## src/sv/flwf_pkg.sv

```systemverilog
// ----------------------------------------------------------------------------
// flwf_pkg
// Shared types and constants of the fastest lap window finder.
// ----------------------------------------------------------------------------
package flwf_pkg;

    localparam int unsigned MAX_LAPS_DEF      = 1024;
    localparam int unsigned LAP_TIME_BITS_DEF = 16;

    // multiplier operand width used by the shift-add unit
    localparam int unsigned MB_W = 17;

    localparam logic [7:0]  POOL_RST   = 8'd25;
    localparam logic [15:0] TARGET_RST = 16'd100;

    typedef enum logic [1:0] {
        REG_POOL   = 2'd0,
        REG_TARGET = 2'd1,
        REG_SETLEN = 2'd2,
        REG_SECS   = 2'd3
    } t_reg_idx;

    typedef struct packed {
        logic [7:0]  pool;
        logic [15:0] target;
        logic [10:0] setlen;
        logic [16:0] secs;
    } t_cfg;

    typedef enum logic [3:0] {
        S_IDLE, S_CHECK, S_WDIV, S_WIN, S_PATH, S_SUM, S_SLIDE, S_MM,
        S_FBMUL, S_FBDL, S_FBDIV, S_FBSC, S_SCMUL, S_SCDL, S_SCDIV, S_RES
    } t_state;

    typedef enum logic [4:0] {
        OP_NONE, OP_WDIV_LD, OP_DIV_STEP, OP_WIN_SAVE, OP_SUM_LD, OP_SLIDE_LD,
        OP_MM_LD, OP_SCAN_STEP, OP_FBMUL_LD, OP_MUL_STEP, OP_FBDIV_LD,
        OP_SCMUL_SRCH, OP_SCMUL_FB, OP_SCDIV_LD, OP_RES_FOUND, OP_RES_NONE
    } t_op;

    typedef enum logic [1:0] {
        SCAN_SUM, SCAN_SLIDE, SCAN_MM
    } t_scan;

    typedef struct packed {
        t_op   op;
        t_scan scan;
        logic  lap_wr;
        logic  out_pending;
    } t_cmd;

    typedef struct packed {
        logic not_found;
        logic search_ok;
        logic scan_done;
        logic ar_last;
    } t_stat;

endpackage

```

## src/sv/flwf_ctrl.sv

```systemverilog
// ----------------------------------------------------------------------------
// flwf_ctrl
// Sequencer: lap loading, window division, window scans, scaling, result.
// ----------------------------------------------------------------------------
module flwf_ctrl
    import flwf_pkg::*;
(
    input  logic  i_clk,
    input  logic  i_rst_n,
    input  logic  i_in_valid,
    input  logic  i_in_has,
    input  logic  i_in_last,
    output logic  o_in_ready,
    output logic  o_out_valid,
    input  logic  i_out_ready,
    input  t_stat i_stat,
    output t_cmd  o_cmd
);

    t_state r_state, n_state;
    logic   r_out_valid, n_out_valid;
    logic   in_beat;

    assign o_in_ready  = (r_state == S_IDLE) && !r_out_valid;
    assign in_beat     = i_in_valid && o_in_ready;
    assign o_out_valid = r_out_valid;

    always_ff @(posedge i_clk) begin
        if (!i_rst_n) begin
            r_state     <= S_IDLE;
            r_out_valid <= 1'b0;
        end else begin
            r_state     <= n_state;
            r_out_valid <= n_out_valid;
        end
    end

    // next state
    always_comb begin
        n_state     = r_state;
        n_out_valid = r_out_valid;
        if (r_out_valid && i_out_ready) begin
            n_out_valid = 1'b0;
        end
        case (r_state)
            S_IDLE:  if (in_beat && i_in_last) n_state = S_CHECK;
            S_CHECK: begin
                if (i_stat.not_found) begin
                    n_state     = S_IDLE;
                    n_out_valid = 1'b1;
                end else begin
                    n_state = S_WDIV;
                end
            end
            S_WDIV:  if (i_stat.ar_last) n_state = S_WIN;
            S_WIN:   n_state = S_PATH;
            S_PATH:  n_state = i_stat.search_ok ? S_SUM : S_FBMUL;
            S_SUM:   if (i_stat.scan_done) n_state = S_SLIDE;
            S_SLIDE: if (i_stat.scan_done) n_state = S_MM;
            S_MM:    if (i_stat.scan_done) n_state = S_SCMUL;
            S_FBMUL: if (i_stat.ar_last) n_state = S_FBDL;
            S_FBDL:  n_state = S_FBDIV;
            S_FBDIV: if (i_stat.ar_last) n_state = S_FBSC;
            S_FBSC:  n_state = S_SCMUL;
            S_SCMUL: if (i_stat.ar_last) n_state = S_SCDL;
            S_SCDL:  n_state = S_SCDIV;
            S_SCDIV: if (i_stat.ar_last) n_state = S_RES;
            S_RES: begin
                n_state     = S_IDLE;
                n_out_valid = 1'b1;
            end
            default: n_state = S_IDLE;
        endcase
    end

    // commands
    always_comb begin
        o_cmd             = '0;
        o_cmd.op          = OP_NONE;
        o_cmd.scan        = SCAN_SUM;
        o_cmd.lap_wr      = in_beat && i_in_has;
        o_cmd.out_pending = r_out_valid;
        case (r_state)
            S_CHECK: o_cmd.op = i_stat.not_found ? OP_RES_NONE : OP_WDIV_LD;
            S_WDIV:  o_cmd.op = OP_DIV_STEP;
            S_WIN:   o_cmd.op = OP_WIN_SAVE;
            S_PATH:  o_cmd.op = i_stat.search_ok ? OP_SUM_LD : OP_FBMUL_LD;
            S_SUM: begin
                o_cmd.scan = SCAN_SUM;
                o_cmd.op   = i_stat.scan_done ? OP_SLIDE_LD : OP_SCAN_STEP;
            end
            S_SLIDE: begin
                o_cmd.scan = SCAN_SLIDE;
                o_cmd.op   = i_stat.scan_done ? OP_MM_LD : OP_SCAN_STEP;
            end
            S_MM: begin
                o_cmd.scan = SCAN_MM;
                o_cmd.op   = i_stat.scan_done ? OP_SCMUL_SRCH : OP_SCAN_STEP;
            end
            S_FBMUL: o_cmd.op = OP_MUL_STEP;
            S_FBDL:  o_cmd.op = OP_FBDIV_LD;
            S_FBDIV: o_cmd.op = OP_DIV_STEP;
            S_FBSC:  o_cmd.op = OP_SCMUL_FB;
            S_SCMUL: o_cmd.op = OP_MUL_STEP;
            S_SCDL:  o_cmd.op = OP_SCDIV_LD;
            S_SCDIV: o_cmd.op = OP_DIV_STEP;
            S_RES:   o_cmd.op = OP_RES_FOUND;
            default: o_cmd.op = OP_NONE;
        endcase
    end

endmodule

```

## config.mk

```make
export PLATFORM = sky130hd
export DESIGN_NAME = flwf_ctrl
export DESIGN_NICKNAME = d
export VERILOG_FILES = /design/src/sv/flwf_pkg.sv /design/src/sv/flwf_ctrl.sv
export SDC_FILE = /design/constraint.sdc
export NUM_CORES = 1
export LEC_CHECK = 0
export ABC_AREA = 0
export BUFFER_PORTS_ARGS = -buffer_cell sky130_fd_sc_hd__buf_2
export CORE_AREA = 2 2 39 41
export DETAILED_ROUTE_END_ITERATION = 16
export DIE_AREA = 0 0 41 43
export HOLD_SLACK_MARGIN = 0.05
export PLACE_DENSITY = 0.71
export SYNTH_ARGS = -nofsm -noshare
export SYNTH_HDL_FRONTEND = slang
export SYNTH_SLANG_ARGS = --single-unit
```

## constraint.sdc

```tcl
create_clock -name i_clk -period 2 [get_ports i_clk]
set_clock_uncertainty 0.05 [all_clocks]
set_input_delay 0.3 -clock i_clk [delete_from_list [all_inputs] [get_ports i_clk]]
set_output_delay 0.3 -clock i_clk [all_outputs]
set_load 0.02 [all_outputs]
```

* Word-level counts from Yosys, hierarchy flattened
Cells that the tools add are included.
Operators by class: equality and inequality tests 24, muxes and demuxes 22, reduce and logical (&&, ||, !) cells 10
Operators by type and width (count):
- $pmux 4 s16 | 1
- $mux 4 | 13
- $pmux 4 s12 | 1
- $eq 4x4->1 const B | 8
- $eq 4x3->1 const B | 4
- $ne 2x2->1 const B | 8
- $reduce_and 9->1 | 1
- $eq 4x2->1 const B | 2
- $logic_and 1x1->1 | 5
- $eq 4x1->1 const B | 1
- $logic_not 4->1 | 1
- $mux 2 | 2
- $pmux 2 s2 | 1
- $mux 1 | 3
- $reduce_or 3->1 | 1
- $ne 2x1->1 const B | 1
- $pmux 1 s2 | 1
- $reduce_or 2->1 | 1
- $logic_not 1->1 | 1
Storage, ports and cells: flip-flop bits (word level) 5, bits of input ports 10, output and inout bits 11

* Longest topological paths before layout
Gate-level depths: netlist of the first run.
word-level depth 6, gate-level depth with buffers 5, depth with buffers taken out 4

* Worst setup path after synthesis of the first run
OpenSTA, ideal clock, no wires.
path type reg2out, start reg r_state[1], end out o_cmd[5] (netlist bit), data arrival time 1424 ps, data required time 1650 ps, path slack 226 ps, stages on the path, launching flop included 5, cell sequence dfxtp_1 -> buf_6 -> clkbuf_1 -> mux2_2 -> a21oi_1
RTL lines:
- start, declared | line flwf_ctrl.sv:20 | t_state r_state, n_state;
- start signal, assigned | line flwf_ctrl.sv:33 | r_state <= n_state;
- end, declared | line flwf_ctrl.sv:17 | output t_cmd o_cmd

==> results of run 1 <==
## area by class of cell
type | instances | area share [%]
repair buffers | 21 | 17.36
inverters | 4 | 2.367
flip-flops and latches | 5 | 16.57
well taps | 16 | 3.156
clock buffers | 3 | 3.550
multi-input cells | 57 | 56.21
clock inverters | 1 | 0.7890
## worst max-delay path by stage
stage	to	depth (start not counted)
6_report	o_cmd[1]	4
5_1_grt	o_cmd[6]	4
4_1_cts	o_cmd[5]	4
3_5_place_dp	o_cmd[6]	5
3_3_place_gp	o_cmd[5]	3
2_1_floorplan	o_cmd[5]	4
## Yosys cell counts
| library cell | n | area share (%) |
|---|---|---|
| a21oi_1 | 7 | 6.6 |
| a21oi_2 | 1 | 1.6 |
| a221o_1 | 1 | 1.9 |
| a2bb2oi_1 | 1 | 1.6 |
| a311o_1 | 1 | 1.9 |
| a31oi_1 | 4 | 4.7 |
| and3_1 | 1 | 1.2 |
| and4b_1 | 1 | 1.9 |
| buf_2 | 2 | 1.9 |
| buf_4 | 5 | 7.0 |
| buf_6 | 1 | 2.1 |
| clkbuf_1 | 1 | 0.70 |
| clkinv_1 | 1 | 0.70 |
| conb_1 | 1 | 0.70 |
| dfxtp_1 | 5 | 19 |
| inv_1 | 3 | 2.1 |
| mux2_2 | 1 | 2.1 |
| mux2i_1 | 1 | 1.9 |
| nand2_1 | 7 | 4.9 |
| nand2b_1 | 3 | 3.5 |
| nand3_1 | 3 | 2.8 |
| nand3b_1 | 1 | 1.4 |
| nand4_1 | 1 | 1.2 |
| nor2_1 | 9 | 6.3 |
| nor2b_1 | 3 | 3.5 |
| nor3b_1 | 1 | 1.4 |
| nor4_4 | 1 | 4.0 |
| nor4bb_1 | 1 | 1.9 |
| o2111ai_1 | 1 | 1.6 |
| o211ai_1 | 1 | 1.4 |
| o21ai_0 | 1 | 0.94 |
| o221a_2 | 1 | 2.1 |
| o22ai_1 | 1 | 1.2 |
| o31ai_1 | 1 | 1.4 |
| or3_1 | 1 | 1.2 |
## placed cells by master, fill, tap and decap left out, types with 2 or more instances in the layout
master	count
buf_2	19
nor2_1	9
nand2_1	7
a21oi_1	7
a31oi_1	4
dfxtp_2	4
nand3_1	3
nand2b_1	3
inv_1	3
nor2b_1	3
clkbuf_4	3
buf_4	2
## where the power goes
group | leakage, nW | switching [mW] | internal [mW]
Combinational | 0.217 | 0.171 | 0.135
Sequential | 0.0425 | 0.0550 | 0.119
Clock | 0.0177 | 0.0466 | 0.0726
Total | 0.277 | 0.272 | 0.326
## sequential cells by signal (all words and copies together) (netlist names)
| name | cells |
|---|---|
| o_out_valid | 1 |
| r_state | 4 |
## what timing repair did
item / in CTS / in global routing
endpoints found under the setup margin: 2 / 3
resized for setup: 2 / 2
gates cloned: 0 / 0
pin swaps: 0 / 0
## kinds of logic after synthesis
family | count (synthesis) | synth area share [%]
simple gates | 33 | 35.13
compound gates | 21 | 26.93
buf+inv | 13 | 14.52
flops | 5 | 18.74
other cells | 1 | 0.7019
mux | 2 | 3.981
## per-stage QoR
stage	hold slack (ns)	instance area, sq um	utilization (%)	setup WS [ns]
CTS	0.2917	631.9	45.66	0.04698
global route	0.3096	634.4	45.84	0.04488
floorplan	0.4000	534.3	-	0.2259
detailed placement	0.5185	601.8	43.49	0.2439
global placement	0.5239	601.8	43.49	0.2725
finish	0.3023	634.4	45.84	0.1949
## routing by layer
| metal | track usage (%) | vias to the layer above |
|---|---|---|
| li1 | - | 297 |
| met5 | 0 | - |
| met1 | 22.51 | 263 |
| met4 | 4.000 | 0 |
| met3 | 7.853 | 2 |
| met2 | 22.19 | 30 |
## worst min-delay path: cells and delay by family
family	cells	cell delay, ns
multiplexers	1	0.06
buffers and inverters	1	0.13
AND/OR/NAND/NOR	1	0.06
==> flow_summary.toml, run 1 <==
[critical_path]
arrival_ns = 1.46
rr_worst_depth = 5
r2r_slack_ns = 0.59
slowest_stage = "dfxtp_2"
crit_fanout = 18
crit_chain = "nor4_4, nor2b_1, and3_1, buf_2"
required_ns = 1.65
rr_endpoint = "r_state[1]"
cpPeakStageDelay_ns = 0.41
path_buf_inv = 1
r2r-start = "r_state[2]"
critPathLaunch = "r_state[1]"
cp-end-kind = "primary output"
cp_top_family = "simple AND/OR/NAND/NOR gates"
worst_setup_path_start_kind = "register"
critPathKind = "reg2out"

[floorplan]
core_area_sq_um = 1384
die_h_um = 43
die_x_um = 41
die_area_sq_um = 1763
start_util_pct = 38.61
io_pins = 21
num_rows = 14

[logic_synthesis]
syn_inst = 75
syn_area_sq_um = 534.3
seq_area_frac_synth_pct = 18.74
yosys_warnings = 0
ys_ff_latch = 5
avgSynthCellArea_sq_um = 7.123
synth_cell_type_count = 35
synth_nets = 85

[timing]
max_freq_mhz = 554.0
period_needed_ns = 1.805
slew_violations = 0
finalCritPeriodShare_pct = 90.26
tns_ns = 0
final-hold-violation-count = 0
rsz0062_at_grt = "false"
finalSetupViolCount = 0

[cts]
clockBufferDepth = 2
cts.sinks = 5
cts_tree = "yes"
clk_latency_ns = 0.25
cts_root_buffer = "clkbuf_4"
postCtsSetupBuffers = 0
cts_hold_buffers = 0
cts_buffers = 3
clkTransAtPathRegs_ns = 0.05
cts_max_level = 1

[grt]
grt_use_total_pct = 16.27
grt_max_degree = 19
grt_first_pass_wirelength_mm = 2.001
antenna_found_initial = 0
overflow = 0
first_global_vias = 481

[drt]
vias = 592
post-route-drc-count = 0
wirelength_met1_um = 553
ant_nets = 0
wirelength_mm = 1.283
wl_per_cell_um = 11.99
dr.pass1.iters = 4
met2_length_um = 603
met3_length_um = 109
drt-initial-drc-count = 25
via_per_inst = 5.533
routed.top_layer = "met4"

[cells_and_area]
nets = 102
n_fill_cell = 148
multi_input_area_sq_um = 356.6
area_growth_pct = 18.74
antenna_cells = 0
seqCellArea_sq_um = 105.1
drive_gt1_share_pct = 36.26
final_cells = 107

[min_path]
holdPathStages = 3
holdPathEnd = "r_state[0]"
hp-start = "i_rst_n"
hold_path.class = "in2reg"

[placement]
dpl.cell_count = 103
globalplace.congestion = 0.8417
numPortBuffers = 19
dp_hpwl_um = 928.4

[power_and_ir_drop]
vdd_ir_drop_max_v = 0.0006504
leakage_nw = 0.2773
totalPowerFinal_mw = 0.5981
powerDensity_nw_per_um2 = 942.8

[run]
maxCapViolations = 0

[outcome]
status = "completed"
Note: power is estimated with default switching activity, not from simulation.
==> run 2, diff against run 1 <==
--- a/config.mk
+++ b/config.mk
@@ -7,11 +7,13 @@
 export LEC_CHECK = 0
 export ABC_AREA = 0
 export BUFFER_PORTS_ARGS = -buffer_cell sky130_fd_sc_hd__buf_2
-export CORE_AREA = 2 2 39 41
+export CELL_PAD_IN_SITES_DETAIL_PLACEMENT = 0
+export CELL_PAD_IN_SITES_GLOBAL_PLACEMENT = 2
+export CORE_ASPECT_RATIO = 1.25
+export CORE_UTILIZATION = 24
 export DETAILED_ROUTE_END_ITERATION = 16
-export DIE_AREA = 0 0 41 43
 export HOLD_SLACK_MARGIN = 0.05
-export PLACE_DENSITY = 0.71
+export PLACE_DENSITY = 0.79
 export SYNTH_ARGS = -nofsm -noshare
 export SYNTH_HDL_FRONTEND = slang
 export SYNTH_SLANG_ARGS = --single-unit
==> run 2 against run 1 <==
  * The run now ends with DRC left
  * Via count rose by 2.4%
  * Largest power group unchanged
  * Global-route usage is 4.6 points lower
  * Cell area is 3.0% higher
  * Flip-flop and latch count unchanged
  * Die area increased by 37%
  * Worst hold slack worse by 0.021 ns
  * Routed wire length rose by 8.3%
  * Sequential power decreased by 8%
  * Worst setup slack lost 0.015 ns
  * Critical endpoint unchanged
  * Highest routed layer unchanged
==> flow_summary.toml, run 2 (synthesis gave the netlist of run 1 again) <==
[outcome]
status = "complete, but fails checks"
violations = "DRC"

[cts]
clk_latency_ns = 0.25
cts.sinks = 5
cts_buffers = 3
cts_max_level = 1
clkTransAtPathRegs_ns = 0.04
cts_hold_buffers = 0
cts_root_buffer = "clkbuf_4"
cts_tree = "yes"
clockBufferDepth = 2

[drt]
wl_per_cell_um = 12.29
dr.pass1.iters = 10
vias = 606
drt-initial-drc-count = 8
via_per_inst = 5.363
wirelength_mm = 1.389
ant_nets = 0
post-route-drc-count = 2

[timing]
holdWs_ns = 0.2814
period_needed_ns = 1.820
tns_ns = 0
slew_violations = 0
finalCritPeriodShare_pct = 90.99
rsz0062_at_grt = "false"
finalSetupViolCount = 0
final-hold-violation-count = 0
max_freq_mhz = 549.5

[grt]
overflow = 0
grt_max_degree = 15
first_global_vias = 515
grt_use_total_pct = 11.65
antenna_found_initial = 0
grt_first_pass_wirelength_mm = 2.042

[critical_path]
worst_setup_path_start_kind = "register"
crit_chain = "buf_4, nor4_4, nor2b_1, and3_1, buf_2"
cpPeakStageDelay_ns = 0.37
critPathKind = "reg2out"
rr_endpoint = "r_state[0]"
cp-end-kind = "primary output"
path_buf_inv = 2
cp_top_family = "simple AND/OR/NAND/NOR gates"
slowest_stage = "dfxtp_2"
rr_worst_depth = 4
crit_fanout = 11
required_ns = 1.65
r2r-start = "r_state[1]"
r2r_slack_ns = 0.60
arrival_ns = 1.47

[run]
maxCapViolations = 0

[min_path]
hp-start = "i_out_ready"
holdPathEnd = "o_out_valid"
hold_path.class = "in2reg"
holdPathStages = 3

[floorplan]
die_area_sq_um = 2420
start_util_pct = 26.36
die_h_um = 54.75
io_pins = 21
core_area_sq_um = 2027
die_x_um = 44.20
num_rows = 18

[cells_and_area]
n_fill_cell = 231
drive_gt1_share_pct = 36.56
layout_commonest_cell = "buf_2"
layout_common_cells = "buf_2, nor2_1, nand2_1, a21oi_1"
largest_register_ffs = 4
max_flop_register = "r_state"
area_growth_pct = 22.25
nets = 104
antenna_cells = 0

[power_and_ir_drop]
leakage_nw = 0.2855
p_clk_share_pct = 19.9
powerDensity_nw_per_um2 = 917.4
pwr-share-comb_pct = 53.3
p_sw_share_pct = 44.57
switching_power_mw = 0.2671
seqPwrFrac_pct = 26.8
p_int_mw = 0.3321
vdd_ir_drop_max_v = 0.0002997

[placement]
globalplace.congestion = 0.7823
dp_hpwl_mm = 1.049
numPortBuffers = 19
## run 2: cell count changes in the layout (fill, tap and decap cells not counted)
cell	previous run	this run
clkinv_2	1	0
clkbuf_1	0	1
buf_4	2	4
## run 2: per-layer routing
| layer | part of all wire, % | GRT usage (%) |
|---|---|---|
| met1 | 43 | 12.35 |
| met2 | 52 | 21.57 |
| met3 | 3.6 | 1.320 |
| met4 | 1.2 | 7.576 |
| met5 | 0 | 0 |
## run 2: layout make-up
cell class / count / area, sq um / share of cell area (%)
clock buffer: 4 / 26.28 / 4.023
inverter: 4 / 15.01 / 2.299
multi-input combinational: 57 / 356.6 / 54.60
sequential: 5 / 105.1 / 16.09
timing repair buffer: 23 / 125.1 / 19.16
tap: 20 / 25.02 / 3.831
## run 2: how the worst max path moves through the flow
stage                     slack (ns)        from        to  cells past startpoint
final                           0.18  r_state[0]  o_cmd[1]                      5
after global routing            0.07  r_state[0]  o_cmd[1]                      5
after CTS                       0.02  r_state[2]  o_cmd[5]                      4
after detailed placement        0.29  r_state[2]  o_cmd[5]                      4
after global placement          0.26  r_state[2]  o_cmd[5]                      4
after floorplan                 0.23  r_state[1]  o_cmd[5]                      4
## run 2: timing repair
item | 4_1_cts | 5_1_grt
setup endpoints to repair | 0 | 3
gates resized for setup | 0 | 4
setup buffers | 0 | 0
## run 2: power by group through the flow
stage	clock, mW	sequential (mW)	combinational (mW)
after global routing	0.130	0.167	0.348
after floorplan	0	0.137	0.272
final	0.119	0.160	0.320
after global placement	0	0.160	0.324
after detailed placement	0	0.160	0.321
after CTS	0.122	0.158	0.322
## run 2: worst register-to-register path, delay by kind of cell, from the launching register on
family                 cells  cell delay (ns)
DFF                        1             0.49
muxes                      1             0.19
AOI/OAI and AO/OA          2             0.40
buffers and inverters      1             0.19
## run 2: through the flow
| stage | worst slack, ns | cell area (sq um) | total power [mW] | utilization (%) | std cells |
|---|---|---|---|---|---|
| final | 0.1802 | 653.1 | 0.5992 | 32.22 | 113 |
| after global routing | 0.07391 | 653.1 | 0.6452 | 32.22 | 113 |
| after CTS | 0.02485 | 648.1 | 0.6024 | 31.98 | 113 |
| after detailed placement | 0.2949 | 621.8 | 0.4811 | 30.68 | 109 |
| after global placement | 0.2638 | 621.8 | 0.4848 | 30.68 | 109 |
| after floorplan | 0.2259 | 534.3 | 0.4083 | - | 75 |
==> run 3, diff against run 2 <==
==> constraint.sdc (replaced) <==
create_clock -name i_clk -period 2 [get_ports i_clk]
set_clock_uncertainty 0.05 [all_clocks]
set_input_delay 0.4 -clock i_clk [delete_from_list [all_inputs] [get_ports i_clk]]
set_output_delay 0.4 -clock i_clk [all_outputs]
set_load 0.02 [all_outputs]
==> run 3 against run 2 <==
  * The flow now finishes without violations
  * Power up 7.9%
  * Clock power down 8%
  * Cell area up 6.1%
  * Critical endpoint unchanged
  * Highest routed layer is now met3
  * Largest cell class unchanged
  * Sequential power decreased by 4%
  * Largest power group unchanged
  * Routed wire length rose by 4.3%
  * Global-route usage grew 0.21 points
  * Flip-flop and latch count stayed put
  * Critical path depth unchanged
  * Count of clock-buffer cells in the layout unchanged
==> flow_summary.toml, run 3 (synthesis gave the netlist of run 1 again) <==
[cts]
clkTransAtPathRegs_ns = 0.04
clk_latency_ns = 0.23
cts_tree = "yes"
cts_hold_buffers = 0
cts_max_level = 1
cts_buffers = 3
clockBufferDepth = 2
cts.sinks = 5
cts_root_buffer = "clkbuf_4"

[drt]
drt-initial-drc-count = 30
wirelength_mm = 1.449
dr.pass1.iters = 6
wl_per_cell_um = 12.38
post-route-drc-count = 0
via_per_inst = 5.462
ant_nets = 0
vias = 639

[timing]
rsz0062_at_grt = "false"
max_freq_mhz = 527.6
finalSetupViolCount = 0
final-hold-violation-count = 0
slew_violations = 0
period_needed_ns = 1.895
tns_ns = 0
setup_slack_ns = 0.1048
finalCritPeriodShare_pct = 94.76

[grt]
grt_use_total_pct = 11.86
antenna_found_initial = 0
grt_max_degree = 14
overflow = 0
first_global_vias = 516
grt_first_pass_wirelength_mm = 2.180

[power_and_ir_drop]
p_clk_share_pct = 17.0
vdd_ir_drop_max_v = 0.0003365
switching_power_mw = 0.2723
pwr-share-comb_pct = 59.2
powerDensity_nw_per_um2 = 932.7
leakage_nw = 0.3079
seqPwrFrac_pct = 23.8
p_sw_share_pct = 42.12
p_int_mw = 0.3742

[outcome]
status = "completed"

[critical_path]
crit_fanout = 6
arrival_ns = 1.45
cp-end-kind = "primary output"
required_ns = 1.55
worst_setup_path_start_kind = "register"
rr_worst_depth = 6
critPathKind = "reg2out"

[placement]
place_ws_ns = 0.2300
numPortBuffers = 19
globalplace.congestion = 0.7763
dp_hpwl_mm = 1.084

[cells_and_area]
layout_commonest_cell = "buf_2"
max_flop_register = "r_state"
antenna_cells = 0
layout_common_cells = "buf_2, nor2_1, buf_4"
largest_register_ffs = 4
n_fill_cell = 237
area_growth_pct = 29.74
nets = 108
drive_gt1_share_pct = 40.21

[floorplan]
io_pins = 21
die_x_um = 44.20
num_rows = 18
core_area_sq_um = 2027
start_util_pct = 26.36
die_h_um = 54.75
die_area_sq_um = 2420

[run]
maxCapViolations = 0

[min_path]
holdPathStages = 3
hold_path.class = "in2reg"
## run 3: changes by cell type in the layout (fill, tap and decap cells not counted), sizes merged
cell	change
buf	+4
## run 3: worst max-delay path: stages, from the launching register on
cell and delay (ns):
dfxtp_4 0.35, buf_4 0.15, nor4_4 0.23, nor2b_2 0.19
and3_1 0.15, buf_4 0.13
## run 3: final cells by class
cell class              instances  area [sq um]  area share [%]
clock buffers                   4         26.28           3.791
inverters                       4         15.01           2.166
multi-input cells              57         359.1           51.80
flip-flops and latches          5         110.1           15.88
well taps                      20         25.02           3.610
repair buffers                 27         157.7           22.74
## run 3: power by group through the flow
stage          registers [mW]  logic [mW]  clock network [mW]
6_report                0.154       0.383               0.110
5_1_grt                 0.157       0.415               0.126
3_3_place_gp            0.162       0.334                   0
2_1_floorplan           0.137       0.272                   0
3_5_place_dp            0.162       0.329                   0
4_1_cts                 0.161       0.331               0.117
## run 3: final timing paths
check / start / to / slack [ns]
worst min register to register: r_state[0] / r_state[0] / 0.47
worst max-delay path: r_state[0] / o_cmd[1] / 0.10
worst max register to register: r_state[0] / r_state[0] / 0.54
worst min-delay path: i_out_ready / o_out_valid / 0.40
## run 3: metrics by stage
stage               total power, mW  area [sq um]  hold slack (ns)  instances  utilization [%]
finish                       0.6465         693.2           0.4047        117            34.20
global route                 0.6977         693.2           0.4299        117            34.20
CTS                          0.6082         658.1           0.4009        114            32.47
detailed placement           0.4908         629.4           0.4952        110            31.05
global placement             0.4961         629.4           0.4780        110            31.05
floorplan                    0.4083         534.3           0.5000         75                -
## run 3: what timing repair did
item                       in CTS  in global routing
gates resized for setup         2                  6
buffers inserted                0                  3
setup endpoints to repair       2                  7
pin swaps                       0                  1
## run 3: routing by layer
layer | routed length, um | GRT usage, % | vias up
met5 | 0 | 0 | -
met4 | 0 | 1.515 | 0
met3 | 73 | 3.300 | 0
met2 | 742 | 20.10 | 22
met1 | 634 | 15.29 | 304
li1 | - | - | 313
